===== config.mk =====
export PLATFORM = sky130hd
export DESIGN_NAME = color_threshold_blob_centroid_core
export DESIGN_NICKNAME = d
export VERILOG_FILES = /design/src/sv/ctbc_pkg.sv /design/src/sv/ctbc_front.sv /design/src/sv/ctbc_queue.sv /design/src/sv/ctbc_div.sv /design/src/sv/ctbc_back.sv /design/src/sv/color_threshold_blob_centroid_core.sv
export VERILOG_INCLUDE_DIRS = /design/src /design/src/sv
export SDC_FILE = /design/constraint.sdc
export NUM_CORES = 1
export LEC_CHECK = 0
export ABC_AREA = 0
export BUFFER_PORTS_ARGS = -buffer_cell sky130_fd_sc_hd__buf_4
export CORE_MARGIN = 2
export CORE_UTILIZATION = 40
export CTS_BUF_LIST = sky130_fd_sc_hd__clkbuf_2
export CTS_CLUSTER_SIZE = 40
export DETAILED_ROUTE_END_ITERATION = 8
export PLACE_DENSITY = 0.64
export SKIP_LAST_GASP = 1
export SLEW_MARGIN = 15
export SYNTH_ARGS = -nofsm -noshare
export SYNTH_HDL_FRONTEND = slang
export SYNTH_HIERARCHICAL = 1
export SYNTH_SLANG_ARGS = --single-unit

===== constraint.sdc =====
create_clock -name clk -period 7.1 [get_ports clk]
set_input_delay 1.42 -clock clk [delete_from_list [all_inputs] [get_ports clk]]
set_output_delay 1.42 -clock clk [all_outputs]
set_load 0.05 [all_outputs]

===== src/sv/assert_macros.svh =====
// ----------------------------------------------------------------------------
// Assertion macros
// Shared concurrent assertion wrappers. Each one samples on clk and is
// disabled while arst_n is low.
// ----------------------------------------------------------------------------
`ifndef ASSERT_MACROS_SVH
`define ASSERT_MACROS_SVH

// The property must hold at every clock edge out of reset.
`define CTBC_ASSERT(label, prop, msg) \
	label: assert property (@(posedge clk) disable iff (!arst_n) prop) else $error(msg);

// The expression must never be true at a clock edge out of reset.
`define CTBC_NEVER(label, expr, msg) \
	`CTBC_ASSERT(label, !(expr), msg)

`endif


===== src/sv/ctbc_pkg.sv =====
// ----------------------------------------------------------------------------
// ctbc_pkg
// Types, constants and helper functions shared by the red-blob centroid
// tracker modules.
// ----------------------------------------------------------------------------
package ctbc_pkg;

	// Largest frame the counters and accumulators are sized for.
	localparam int MAX_WIDTH  = 1024;
	localparam int MAX_HEIGHT = 1024;

	// Fixed field widths.
	localparam int COLOR_W  = 8;
	localparam int CFG_W    = 11;
	localparam int MARGIN_W = 8;
	localparam int CENT_W   = 14;
	localparam int FRAC_W   = 4;
	localparam int CENT_MAX = (1 << CENT_W) - 1;

	// Derived widths of counters, sums and the quotient.
	localparam int COL_W  = $clog2(MAX_WIDTH);
	localparam int ROW_W  = $clog2(MAX_HEIGHT);
	localparam int CRD_W  = (COL_W > ROW_W) ? COL_W : ROW_W;
	localparam int CNT_W  = COL_W + ROW_W + 1;
	localparam int SUM_W  = CRD_W + CNT_W;
	localparam int Q_W    = CRD_W + FRAC_W;
	localparam int QCNT_W = $clog2(Q_W + 1);
	localparam int DIM_W  = (CFG_W > CRD_W + 1) ? CFG_W : CRD_W + 1;
	localparam int SAT_W  = (Q_W > CENT_W) ? Q_W : CENT_W;

	// Configuration register indexes.
	localparam int CFG_IDX_W = 2;
	localparam logic [CFG_IDX_W-1:0] REG_FRAME_WIDTH  = 2'd0;
	localparam logic [CFG_IDX_W-1:0] REG_FRAME_HEIGHT = 2'd1;
	localparam logic [CFG_IDX_W-1:0] REG_COLOR_MARGIN = 2'd2;

	// Register values after reset.
	localparam logic [CFG_W-1:0]    WIDTH_RST  = 11'd640;
	localparam logic [CFG_W-1:0]    HEIGHT_RST = 11'd400;
	localparam logic [MARGIN_W-1:0] MARGIN_RST = 8'd100;

	// Decoupling queue between the front and back ends.
	localparam int QUEUE_DEPTH = 2;
	localparam int QPTR_W      = (QUEUE_DEPTH > 1) ? $clog2(QUEUE_DEPTH) : 1;
	localparam int QFILL_W     = $clog2(QUEUE_DEPTH + 1);

	// One classified pixel as handed from the front end to the back end.
	typedef struct packed {
		logic             mask;
		logic             frame_done;
		logic [SUM_W-1:0] sum_x;
		logic [SUM_W-1:0] sum_y;
		logic [CNT_W-1:0] count;
	} ctbc_rec_t;

	// Last valid index of a frame dimension; zero acts as one, and sizes
	// above the maximum act as the maximum.
	function automatic logic [CRD_W-1:0] last_index(input logic [CFG_W-1:0] v,
			input int unsigned maxv);
		logic [DIM_W-1:0] ve;
		logic [DIM_W-1:0] lim;
		logic [DIM_W-1:0] res;
		ve  = DIM_W'(v);
		lim = DIM_W'(maxv);
		if (ve == '0) begin
			res = '0;
		end else if (ve > lim) begin
			res = lim - DIM_W'(1);
		end else begin
			res = ve - DIM_W'(1);
		end
		return res[CRD_W-1:0];
	endfunction

	// Clip a quotient to the centroid field range.
	function automatic logic [CENT_W-1:0] sat_cent(input logic [Q_W-1:0] q);
		logic [SAT_W-1:0] qe;
		qe = SAT_W'(q);
		if (qe > SAT_W'(CENT_MAX)) begin
			qe = SAT_W'(CENT_MAX);
		end
		return qe[CENT_W-1:0];
	endfunction

endpackage


===== src/sv/ctbc_front.sv =====
// ----------------------------------------------------------------------------
// ctbc_front
// Accepts pixels, holds the configuration, classifies each pixel against
// the color margin, walks the raster counters and accumulates the marked
// coordinates. Every accepted pixel becomes one queue record.
// ----------------------------------------------------------------------------
module ctbc_front (
	input  logic                             clk,
	input  logic                             arst_n,
	input  logic                             cfg_write,
	input  logic [ctbc_pkg::CFG_IDX_W-1:0]   cfg_index,
	input  logic [ctbc_pkg::CFG_W-1:0]       cfg_data,
	input  logic                             in_valid,
	output logic                             in_ready,
	input  logic [ctbc_pkg::COLOR_W-1:0]     red,
	input  logic [ctbc_pkg::COLOR_W-1:0]     green,
	input  logic [ctbc_pkg::COLOR_W-1:0]     blue,
	input  logic                             queue_full,
	output logic                             push,
	output ctbc_pkg::ctbc_rec_t              push_rec
);
	import ctbc_pkg::*;

	logic [CFG_W-1:0]    frame_width_q;
	logic [CFG_W-1:0]    frame_height_q;
	logic [MARGIN_W-1:0] color_margin_q;

	logic [COL_W-1:0] col_q;
	logic [ROW_W-1:0] row_q;
	logic [SUM_W-1:0] sum_x_q;
	logic [SUM_W-1:0] sum_y_q;
	logic [CNT_W-1:0] count_q;

	logic [CRD_W-1:0]   col_last;
	logic [CRD_W-1:0]   row_last;
	logic               accept;
	logic               marked;
	logic               row_end;
	logic               frame_end;
	logic [SUM_W-1:0]   sum_x_next;
	logic [SUM_W-1:0]   sum_y_next;
	logic [CNT_W-1:0]   count_next;

	// Configuration registers; unknown indexes are ignored.
	always_ff @(posedge clk or negedge arst_n) begin
		if (!arst_n) begin
			frame_width_q  <= WIDTH_RST;
			frame_height_q <= HEIGHT_RST;
			color_margin_q <= MARGIN_RST;
		end else if (cfg_write) begin
			unique case (cfg_index)
				REG_FRAME_WIDTH:  frame_width_q  <= cfg_data;
				REG_FRAME_HEIGHT: frame_height_q <= cfg_data;
				REG_COLOR_MARGIN: color_margin_q <= cfg_data[MARGIN_W-1:0];
				default: ;
			endcase
		end
	end

	// The front end only stalls when the queue has no room.
	assign in_ready = !queue_full;
	assign accept   = in_valid && in_ready;
	assign push     = accept;

	// Red must beat both other channels by more than the margin.
	assign marked = ({1'b0, red} > ({1'b0, blue} + {1'b0, color_margin_q})) &&
		({1'b0, red} > ({1'b0, green} + {1'b0, color_margin_q}));

	// Row and frame end, robust to a frame size that shrank mid-frame.
	assign col_last  = last_index(frame_width_q, MAX_WIDTH);
	assign row_last  = last_index(frame_height_q, MAX_HEIGHT);
	assign row_end   = CRD_W'(col_q) >= col_last;
	assign frame_end = row_end && (CRD_W'(row_q) >= row_last);

	// Accumulators including the current pixel.
	assign sum_x_next = sum_x_q + (marked ? SUM_W'(col_q) : '0);
	assign sum_y_next = sum_y_q + (marked ? SUM_W'(row_q) : '0);
	assign count_next = count_q + CNT_W'(marked);

	always_comb begin
		push_rec.mask       = marked;
		push_rec.frame_done = frame_end;
		push_rec.sum_x      = sum_x_next;
		push_rec.sum_y      = sum_y_next;
		push_rec.count      = count_next;
	end

	// Raster counters and accumulators, cleared at the end of each frame.
	always_ff @(posedge clk or negedge arst_n) begin
		if (!arst_n) begin
			col_q   <= '0;
			row_q   <= '0;
			sum_x_q <= '0;
			sum_y_q <= '0;
			count_q <= '0;
		end else if (accept) begin
			if (frame_end) begin
				col_q   <= '0;
				row_q   <= '0;
				sum_x_q <= '0;
				sum_y_q <= '0;
				count_q <= '0;
			end else begin
				sum_x_q <= sum_x_next;
				sum_y_q <= sum_y_next;
				count_q <= count_next;
				if (row_end) begin
					col_q <= '0;
					row_q <= row_q + ROW_W'(1);
				end else begin
					col_q <= col_q + COL_W'(1);
				end
			end
		end
	end

endmodule


===== src/sv/ctbc_queue.sv =====
// ----------------------------------------------------------------------------
// ctbc_queue
// Short register queue that decouples the pixel front end from the
// centroid back end.
// ----------------------------------------------------------------------------
module ctbc_queue (
	input  logic                clk,
	input  logic                arst_n,
	input  logic                push,
	input  ctbc_pkg::ctbc_rec_t push_rec,
	output logic                full,
	input  logic                pop,
	output ctbc_pkg::ctbc_rec_t pop_rec,
	output logic                empty
);
	import ctbc_pkg::*;

	`include "assert_macros.svh"

	ctbc_rec_t          entry_q [QUEUE_DEPTH];
	logic [QPTR_W-1:0]  wr_ptr_q;
	logic [QPTR_W-1:0]  rd_ptr_q;
	logic [QFILL_W-1:0] fill_q;

	assign full    = fill_q == QFILL_W'(QUEUE_DEPTH);
	assign empty   = fill_q == '0;
	assign pop_rec = entry_q[rd_ptr_q];

	// Storage; the entries need no reset.
	always_ff @(posedge clk) begin
		if (push) begin
			entry_q[wr_ptr_q] <= push_rec;
		end
	end

	// Pointers and fill level.
	always_ff @(posedge clk or negedge arst_n) begin
		if (!arst_n) begin
			wr_ptr_q <= '0;
			rd_ptr_q <= '0;
			fill_q   <= '0;
		end else begin
			if (push) begin
				wr_ptr_q <= (wr_ptr_q == QPTR_W'(QUEUE_DEPTH - 1)) ? '0 :
					wr_ptr_q + QPTR_W'(1);
			end
			if (pop) begin
				rd_ptr_q <= (rd_ptr_q == QPTR_W'(QUEUE_DEPTH - 1)) ? '0 :
					rd_ptr_q + QPTR_W'(1);
			end
			if (push && !pop) begin
				fill_q <= fill_q + QFILL_W'(1);
			end else if (pop && !push) begin
				fill_q <= fill_q - QFILL_W'(1);
			end
		end
	end

	`CTBC_NEVER(a_fill_bound, fill_q > QFILL_W'(QUEUE_DEPTH), "queue fill above depth")
	`CTBC_ASSERT(a_pop_drains, pop && !push |=> fill_q == $past(fill_q) - QFILL_W'(1), "pop did not drain")

endmodule


===== src/sv/ctbc_div.sv =====
// ----------------------------------------------------------------------------
// ctbc_div
// Bit-serial restoring divider that forms the mean coordinate with four
// fraction bits, one quotient bit per step.
// ----------------------------------------------------------------------------
module ctbc_div (
	input  logic                        clk,
	input  logic                        load,
	input  logic                        step,
	input  logic [ctbc_pkg::SUM_W-1:0]  sum,
	input  logic [ctbc_pkg::CNT_W-1:0]  divisor,
	output logic [ctbc_pkg::Q_W-1:0]    quot
);
	import ctbc_pkg::*;

	logic [CNT_W-1:0] rem_q;
	logic [Q_W-1:0]   shr_q;
	logic [CNT_W-1:0] div_q;

	logic [CNT_W:0]   trial;
	logic [CNT_W:0]   diff;
	logic             fits;

	// Shift in the next dividend bit and try to subtract the divisor.
	assign trial = {rem_q, shr_q[Q_W-1]};
	assign diff  = trial - {1'b0, div_q};
	assign fits  = trial >= {1'b0, div_q};
	assign quot  = shr_q;

	// The high part of the dividend is already below the divisor, so only
	// the low coordinate bits and the fraction bits produce quotient bits.
	always_ff @(posedge clk) begin
		if (load) begin
			rem_q <= sum[SUM_W-1:CRD_W];
			shr_q <= {sum[CRD_W-1:0], FRAC_W'(0)};
			div_q <= divisor;
		end else if (step) begin
			rem_q <= fits ? diff[CNT_W-1:0] : trial[CNT_W-1:0];
			shr_q <= {shr_q[Q_W-2:0], fits};
		end
	end

endmodule


===== src/sv/ctbc_back.sv =====
// ----------------------------------------------------------------------------
// ctbc_back
// Drains queue records into the output register. Ordinary pixels pass
// straight through; a frame end with marked pixels first runs the two
// centroid divisions.
// ----------------------------------------------------------------------------
module ctbc_back (
	input  logic                         clk,
	input  logic                         arst_n,
	input  logic                         empty,
	input  ctbc_pkg::ctbc_rec_t          pop_rec,
	output logic                         pop,
	output logic                         out_valid,
	input  logic                         out_ready,
	output logic                         mask,
	output logic                         frame_done,
	output logic                         found,
	output logic [ctbc_pkg::CENT_W-1:0]  centroid_x,
	output logic [ctbc_pkg::CENT_W-1:0]  centroid_y
);
	import ctbc_pkg::*;

	`include "assert_macros.svh"

	typedef enum logic [1:0] {
		ST_IDLE   = 2'b01,
		ST_DIVIDE = 2'b10
	} back_state_t;

	back_state_t       state_q;
	logic [QCNT_W-1:0] steps_q;
	logic              mask_q;
	logic              out_valid_q;

	logic              slot_free;
	logic              load;
	logic              step;
	logic              emit_direct;
	logic              emit_div;
	logic [Q_W-1:0]    quot_x;
	logic [Q_W-1:0]    quot_y;

	assign slot_free = !out_valid_q || out_ready;
	assign step      = (state_q == ST_DIVIDE) && (steps_q != '0);
	assign out_valid = out_valid_q;

	// Sequencing: pop a record, optionally divide, then load the output.
	always_comb begin
		pop         = 1'b0;
		load        = 1'b0;
		emit_direct = 1'b0;
		emit_div    = 1'b0;
		unique case (state_q)
			ST_IDLE: begin
				if (!empty) begin
					if (pop_rec.frame_done && (pop_rec.count != '0)) begin
						pop  = 1'b1;
						load = 1'b1;
					end else if (slot_free) begin
						pop         = 1'b1;
						emit_direct = 1'b1;
					end
				end
			end
			ST_DIVIDE: begin
				if ((steps_q == '0) && slot_free) begin
					emit_div = 1'b1;
				end
			end
			default: ;
		endcase
	end

	// Both coordinates share one divisor and step together.
	ctbc_div u_div_x (
		.clk     (clk),
		.load    (load),
		.step    (step),
		.sum     (pop_rec.sum_x),
		.divisor (pop_rec.count),
		.quot    (quot_x)
	);

	ctbc_div u_div_y (
		.clk     (clk),
		.load    (load),
		.step    (step),
		.sum     (pop_rec.sum_y),
		.divisor (pop_rec.count),
		.quot    (quot_y)
	);

	// State and step counter.
	always_ff @(posedge clk or negedge arst_n) begin
		if (!arst_n) begin
			state_q     <= ST_IDLE;
			steps_q     <= '0;
			out_valid_q <= 1'b0;
		end else begin
			if (load) begin
				state_q <= ST_DIVIDE;
				steps_q <= QCNT_W'(Q_W);
			end else if (step) begin
				steps_q <= steps_q - QCNT_W'(1);
			end else if (emit_div) begin
				state_q <= ST_IDLE;
			end
			if (emit_direct || emit_div) begin
				out_valid_q <= 1'b1;
			end else if (out_ready) begin
				out_valid_q <= 1'b0;
			end
		end
	end

	// Output payload and the mask bit held across the division.
	always_ff @(posedge clk) begin
		if (load) begin
			mask_q <= pop_rec.mask;
		end
		if (emit_direct) begin
			mask       <= pop_rec.mask;
			frame_done <= pop_rec.frame_done;
			found      <= 1'b0;
			centroid_x <= '0;
			centroid_y <= '0;
		end else if (emit_div) begin
			mask       <= mask_q;
			frame_done <= 1'b1;
			found      <= 1'b1;
			centroid_x <= sat_cent(quot_x);
			centroid_y <= sat_cent(quot_y);
		end
	end

	`CTBC_ASSERT(a_found_at_end, out_valid && found |-> frame_done, "found outside frame end")
	`CTBC_ASSERT(a_zero_mid_frame, out_valid && !frame_done |-> centroid_x == '0 && centroid_y == '0, "centroid set mid-frame")
	`CTBC_NEVER(a_steps_bound, steps_q > QCNT_W'(Q_W), "divider step count out of range")

endmodule


===== src/sv/color_threshold_blob_centroid_core.sv =====
// ----------------------------------------------------------------------------
// color_threshold_blob_centroid_core
// Red-blob mask and centroid tracker for a raster pixel stream.
// ----------------------------------------------------------------------------
// Pixels enter on the in_valid/in_ready channel, one RGB transaction per
// pixel in raster order; each yields one result transaction on the
// out_valid/out_ready channel carrying the mask bit, and on the last pixel
// of the frame also the found flag and the centroid with four fraction bits.
// Frame size and color margin are written through cfg_write, cfg_index and
// cfg_data while the block is idle.
// Throughput is one pixel per cycle while the queue has room. A frame end
// with marked pixels holds the back end while the shared-divisor serial
// dividers produce one quotient bit per cycle; the two-entry queue absorbs
// the first pixels after it, then input stalls. A result passes through a
// queue entry and the output register, at frame end also the division.
// Reset restores 640x400 with margin 100 and clears the counters and sums.
// When the receiver stalls, the output register holds, the queue fills and
// in_ready drops; no transaction is lost.
// ----------------------------------------------------------------------------
module color_threshold_blob_centroid_core (
	input  logic                             clk,
	input  logic                             arst_n,
	input  logic                             cfg_write,
	input  logic [ctbc_pkg::CFG_IDX_W-1:0]   cfg_index,
	input  logic [ctbc_pkg::CFG_W-1:0]       cfg_data,
	input  logic                             in_valid,
	output logic                             in_ready,
	input  logic [ctbc_pkg::COLOR_W-1:0]     red,
	input  logic [ctbc_pkg::COLOR_W-1:0]     green,
	input  logic [ctbc_pkg::COLOR_W-1:0]     blue,
	output logic                             out_valid,
	input  logic                             out_ready,
	output logic                             mask,
	output logic                             frame_done,
	output logic                             found,
	output logic [ctbc_pkg::CENT_W-1:0]      centroid_x,
	output logic [ctbc_pkg::CENT_W-1:0]      centroid_y
);
	import ctbc_pkg::*;

	logic      push;
	logic      pop;
	logic      queue_full;
	logic      queue_empty;
	ctbc_rec_t push_rec;
	ctbc_rec_t pop_rec;

	// Classification, counters and accumulation.
	ctbc_front u_front (
		.clk        (clk),
		.arst_n     (arst_n),
		.cfg_write  (cfg_write),
		.cfg_index  (cfg_index),
		.cfg_data   (cfg_data),
		.in_valid   (in_valid),
		.in_ready   (in_ready),
		.red        (red),
		.green      (green),
		.blue       (blue),
		.queue_full (queue_full),
		.push       (push),
		.push_rec   (push_rec)
	);

	// Decoupling queue.
	ctbc_queue u_queue (
		.clk      (clk),
		.arst_n   (arst_n),
		.push     (push),
		.push_rec (push_rec),
		.full     (queue_full),
		.pop      (pop),
		.pop_rec  (pop_rec),
		.empty    (queue_empty)
	);

	// Centroid division and output register.
	ctbc_back u_back (
		.clk        (clk),
		.arst_n     (arst_n),
		.empty      (queue_empty),
		.pop_rec    (pop_rec),
		.pop        (pop),
		.out_valid  (out_valid),
		.out_ready  (out_ready),
		.mask       (mask),
		.frame_done (frame_done),
		.found      (found),
		.centroid_x (centroid_x),
		.centroid_y (centroid_y)
	);

endmodule


==> out/qor.csv, run 1 <==
metric;value;unit
status;complete, no violations;
final_common_cell;edfxtp_1;
dp_slack;-0.201;ns
hold_ws;0.418;ns
nets;2546;
synth_seq_cells;458;
synth_seq_area_share;0.510;
r2r_start;u_front/color_margin_q[1];
r2r_cells;25;
setup_viol;0;
critPathCaptureType;register;
first_iter_violations;1302;
cts_tree;done;
final-hold-violation-count;0;
clk_latency;1.14;ns
total_power;10.1;mW
initial_core_util;0.404;
slew_violations;0;
fmax;158;MHz
port_buffers;74;
gp_congestion;0.892;
worstPathRequired;8.09;ns
drc;0;
cts-htree-levels;3;
max_stage_delay;0.55;ns
timing.rr.end;u_front/sum_y_q[28];
synth_ff_type;edfxtp_1;
grt_max_degree;103;
routed_wl;58400;um
postCtsSetupBuffers;0;
clk_pin_slew;0.12;ns
wl_per_cell;17.6;um
grt_usage;0.183;
synth_top_area_cell;edfxtp_1;
max_slew.worst_pin.slew;1.04;ns
ys_warn_count;6;
fin_worst_skew;0.109;ns
cpMostUsedCell;ha_1;
ant_nets;0;
grt_setup_unrepaired;false;
postSynth.asyncResetShare;0.314;
worstPathArrival;7.33;ns
fin_crit_sh;0.893;
antenna_found_initial;1;
die_h;253;um
cts_resized;0;
place_hpwl;40300;um
clock_sinks;458;
grt_pass1_vias;17800;
core;0.0616;mm2
fin_util;0.444;
syn_nets;2411;
critPathLaunchType;register;
ir_drop;153;uV
cts_inserted_buffers;118;
ys_types;97;
relSlewSlack;0.304;
crit_fanout;13;
p_per_area;369;mW/mm2
layout_common_cells;277 x edfxtp_1, 231 x nand2_1, 189 x clkbuf_2;
synthCells;2241;
die_area;0.0642;mm2
drv_cap;0;
die_w;253;um
dr.pass1.iters;7;
netlist.area_leader.share;0.335;
startpoint;u_front/color_margin_q[1];
worstSetupPathType;register to register;
critPathSlowestCell;or4_1;
grt_pass1_wl;93600;um
cts_hold_buf;0;
synth_area_leaders;edfxtp_1 33%, dfrtp_1 14%, ha_1 6.1%;
row_count;91;
hold_path.class;input port to async pin;
period_minus_slack;6.34;ns
gr-total-overflow;0;
cts.path.max_buffers;3;
root_buffer;clkbuf_2;
syn_area;0.0249;mm2
synth_area_per_cell;11.1;um2
area_delta_synth_final;10.1;%
synth-edff-count;277;
p_leak;11.4;nW
setup_slack;0.759;ns
vias;17700;
vias_per_cell;5.35;
ioPinCount;75;
drive_above_1_share;0.204;
r2r_setup_slack;0.76;ns
[cell families (layout without fill, tap and decap cells)]
kind of cell / Yosys count / after routing / share of synthesized area
buffers and inverters: 198 / 435 / 0.0363
muxes: 152 / 152 / 0.0745
DFF: 458 / 458 / 0.510
xor gates and xnor gates: 144 / 144 / 0.0507
AOI/OAI and AO/OA: 471 / 471 / 0.126
and+or+nand+nor: 689 / 689 / 0.136
adders and majority gates: 129 / 129 / 0.0666
other: 0 / 1 / 0
[cell type report]
| cell class | count | area (um2) |
|---|---|---|
| clock buffer | 189 | 946 |
| antenna | 1 | 2.50 |
| tap | 837 | 1050 |
| timing repair buffer | 112 | 845 |
| inverter | 101 | 382 |
| sequential | 458 | 12700 |
| clock inverter | 33 | 166 |
| fill | 5739 | 34200 |
| multi-input combinational | 1585 | 11300 |
[synthesized netlist by cell type (64+ instances only)]
cell type and instances:
inv_1 100, dfrtp_1 135, o21ai_0 122, nand3_1 64, mux2_2 89, nand2_1 232
edfxtp_1 277, a21oi_1 138, ha_1 122, nor2_1 139, xor2_1 69, xnor2_1 75
[worst max path at each step]
stage / slack, ns / cells past startpoint / to
final: 0.76 / 25 / u_front/sum_y_q[28]
after global routing: 0.24 / 26 / u_queue/entry_q[1][47]
after CTS: 0.76 / 26 / u_queue/entry_q[1][47]
after floorplan: 0.30 / 27 / u_queue/entry_q[0][47]
after detailed placement: -0.20 / 27 / u_queue/entry_q[0][47]
after global placement: -0.07 / 26 / u_front/sum_y_q[28]
[sequential cells by signal, indices dropped and copies added (netlist names), 14 cells and up]
signal                flops
u_queue/entry_q         170
u_front/sum_x_q          31
u_front/sum_y_q          31
u_back/u_div_x/div_q     21
u_back/u_div_x/rem_q     21
u_back/u_div_y/div_q     21
u_back/u_div_y/rem_q     21
u_front/count_q          21
u_back/centroid_x        14
u_back/centroid_y        14
u_back/u_div_x/quot      14
u_back/u_div_y/quot      14
[per-layer routing]
layer  global-route usage  share of wire  up-vias
li1                     -              -     8529
met1                0.237           0.45     8648
met2                0.304           0.48      446
met3               0.0303          0.043      108
met4               0.0751          0.027        0
met5                    0              0        -
[through the flow]
step / std cells / setup TNS, ns / cell area, um2
6_report: 3316 / 0 / 27400
5_1_grt: 3316 / 0 / 27400
4_1_cts: 3315 / 0 / 27400
3_5_place_dp: 3093 / -2.94 / 26300
3_3_place_gp: 3093 / -0.816 / 26300
2_1_floorplan: 2241 / 0 / 24900
[worst max-delay path, delay by kind of cell (launching register included)]
kind	cells	cell delay, ns
AND/OR/NAND/NOR	9	2.29
XOR/XNOR	1	0.15
buffers and inverters	2	0.21
AO/OA/AOI/OAI	9	1.94
adder cells (fa/ha/maj)	4	1.16
flip-flops	1	0.45
[where the power goes]
group / internal (mW) / switching, mW / total (mW)
logic: 1.72 / 2.41 / 4.13
registers: 3.72 / 0.411 / 4.13
clock network: 0.741 / 1.09 / 1.84
total: 6.18 / 3.92 / 10.1
No activity file was read; power rests on OpenSTA's default activity.
==> inputs of run 2 (changes only) <==
- CAP_MARGIN: default -> 5
- PLACE_DENSITY: 0.64 -> 0.59
- SKIP_LAST_GASP: 1 -> default
==> run 2 against run 1 <==
Against the previous run:
- first-iteration DRC count down 20%
- combinational power increased by 2%
- register-to-register slack improved by 0.12 ns
- count of clock-buffer cells in the layout down 11
- flip-flop and latch count unchanged
- critical path depth up 3
- cell count is 0.75% higher
- clock skew fell by 0.032 ns
- core utilization grew 0.36 points
- critical path type unchanged
- critical endpoint unchanged
- largest power group is now combinational logic
==> out/qor.csv, run 2 (same netlist as run 1, synthesis figures left out) <==
metric;value;unit;change
status;complete, no violations;;unchanged
timing.rr.end;u_front/sum_y_q[28];;unchanged
placed_area;0.0264;mm2;was 0.0263 mm2
first_iter_violations;1042;;was 1302
layout_common_cells;277 x edfxtp_1, 231 x nand2_1, 178 x clkbuf_2;;was 277 x edfxtp_1, 231 x nand2_1, 189 x clkbuf_2
drive_above_1_share;0.205;;was 0.204
initial_core_util;0.404;;unchanged
die_area;0.0642;mm2;unchanged
port_buffers;74;;unchanged
max_stage_delay;0.55;ns;about the same
cts_tree;done;;unchanged
ant_nets;0;;unchanged
cts_resized;0;;unchanged
multi_input_area;0.0113;mm2;unchanged
grt_pass1_vias;17900;;was 17800
path_delay_family;simple AND/OR/NAND/NOR gates;;unchanged
nets;2565;;was 2546
critPathCaptureType;register;;unchanged
fillers;5835;;was 5739
area_delta_synth_final;11.0;%;was 10.1%
regMostFlops;u_queue/entry_q;;unchanged
core;0.0616;mm2;unchanged
cts_hold_buf;0;;unchanged
clk_pin_slew;0.11;ns;was 0.12 ns
critPathLaunchType;register;;unchanged
dr.pass1.iters;5;;was 7
final_common_cell;edfxtp_1;;unchanged
cts-htree-levels;3;;unchanged
cts_inserted_buffers;121;;was 118
stdcell_area;0.0276;mm2;was 0.0274 mm2
fin_worst_skew;0.0775;ns;was 0.109 ns
critPathBufInv;3;;was 2
cpMostUsedCell;ha_1;;unchanged
final-hold-violation-count;0;;unchanged
ioPinCount;75;;unchanged
seq_area;0.0127;mm2;unchanged
period_minus_slack;6.22;ns;was 6.34 ns
critPathSlowestCell;or4_1;;unchanged
clock_sinks;458;;unchanged
r2r_cells;28;;was 25
p_per_area;371;mW/mm2;was 369 mW/mm2
worstSetupPathType;register to register;;unchanged
relSlewSlack;0.334;;was 0.304
routed_wl;59400;um;was 58400 um
max_slew.worst_pin.slew;0.994;ns;was 1.04 ns
fmax;161;MHz;was 158 MHz
p_leak;11.5;nW;was 11.4 nW
reg_top3;u_queue/entry_q (170), u_front/sum_x_q (31), u_front/sum_y_q (31);;unchanged
grt_max_degree;85;;was 103
gp_congestion;0.902;;was 0.892
setup_viol;0;;unchanged
vias;17800;;was 17700
grt_usage;0.188;;was 0.183
r2r_start;u_front/color_margin_q[0];;was u_front/color_margin_q[1]
dp_slack;-0.129;ns;was -0.201 ns
grt_setup_unrepaired;false;;unchanged
drc;0;;unchanged
die_w;253;um;unchanged
antenna_found_initial;2;;was 1
vias_per_cell;5.31;;was 5.35
grt_pass1_wl;95300;um;was 93600 um
postCtsSetupBuffers;0;;unchanged
hold_path.class;input port to async pin;;unchanged
drv_cap;0;;unchanged
root_buffer;clkbuf_2;;unchanged
largest_register_ff_count;170;;unchanged
fin_crit_sh;0.876;;was 0.893
crit_fanout;11;;was 13
clk_latency;1.16;ns;was 1.14 ns
place_hpwl;41000;um;was 40300 um
total_power;10.2;mW;was 10.1 mW
row_count;91;;unchanged
r2r_setup_slack;0.88;ns;was 0.76 ns
ir_drop;160;uV;was 153 uV
setup_slack;0.878;ns;was 0.759 ns
cts.path.max_buffers;3;;unchanged
slew_violations;0;;unchanged
die_h;253;um;unchanged
wl_per_cell;17.8;um;was 17.6 um
gr-total-overflow;0;;unchanged
worstPathRequired;8.13;ns;was 8.09 ns
worstPathArrival;7.25;ns;was 7.33 ns
[run 2: changes by cell type in the layout (fill, tap and decap cells not counted), sizes merged]
| cell | delta |
|---|---|
| clkinv | +14 |
| diode | +3 |
| inv | +2 |
| clkbuf | -11 |
| buf | +16 |
| bufinv | +2 |
| clkinvlp | -1 |
[run 2: how the worst max path moves through the flow]
stage	endpoint	start	slack, ns	cells after the start
2_1_floorplan	u_queue/entry_q[0][47]	blue[1]	0.30	27
3_3_place_gp	u_front/sum_y_q[28]	blue[1]	-0.11	26
3_5_place_dp	u_front/sum_y_q[28]	green[0]	-0.13	29
4_1_cts	u_front/sum_y_q[28]	u_front/color_margin_q[0]	0.83	28
5_1_grt	u_front/sum_x_q[21]	u_front/color_margin_q[0]	0.48	28
6_report	u_front/sum_y_q[28]	u_front/color_margin_q[0]	0.88	28
[run 2: layout make-up]
cell class              count  share of cell area
repair buffers            128              0.0361
inverters                 101              0.0138
multi-input cells        1585               0.410
well taps                 837              0.0379
flip-flops and latches    458               0.459
diodes                      4            0.000363
clock buffers             178              0.0323
clock inverters            50              0.0102
[run 2: stage by stage]
stage               std cells  utilization  TNS (ns)  hold WS, ns
finish                   3341        0.448         0        0.358
global route             3341        0.448         0        0.296
CTS                      3336        0.447         0        0.227
detailed placement       3108        0.428     -1.51        0.448
global placement         3108        0.428     -1.48        0.447
floorplan                2241            -         0        0.441
[run 2: power breakdown]
part	internal (mW)	switching [mW]	total, mW
Sequential	3.72	0.400	4.12
Clock	0.792	1.11	1.90
Combinational	1.75	2.45	4.20
[run 2: worst reg2reg max path, delay by kind of cell (launching register included)]
kind | cells | cell delay (ns)
simple gates | 10 | 2.40
buf+inv | 3 | 0.27
flops | 1 | 0.45
fa+ha+maj | 5 | 1.49
compound gates | 9 | 1.36
xor+xnor | 1 | 0.16
[run 2: per-layer routing]
layer	vias up	track usage	wire length, um
li1	8580	-	-
met1	8648	0.240	26500
met2	434	0.317	28900
met3	88	0.0334	2680
met4	0	0.0683	1390
met5	-	0	0
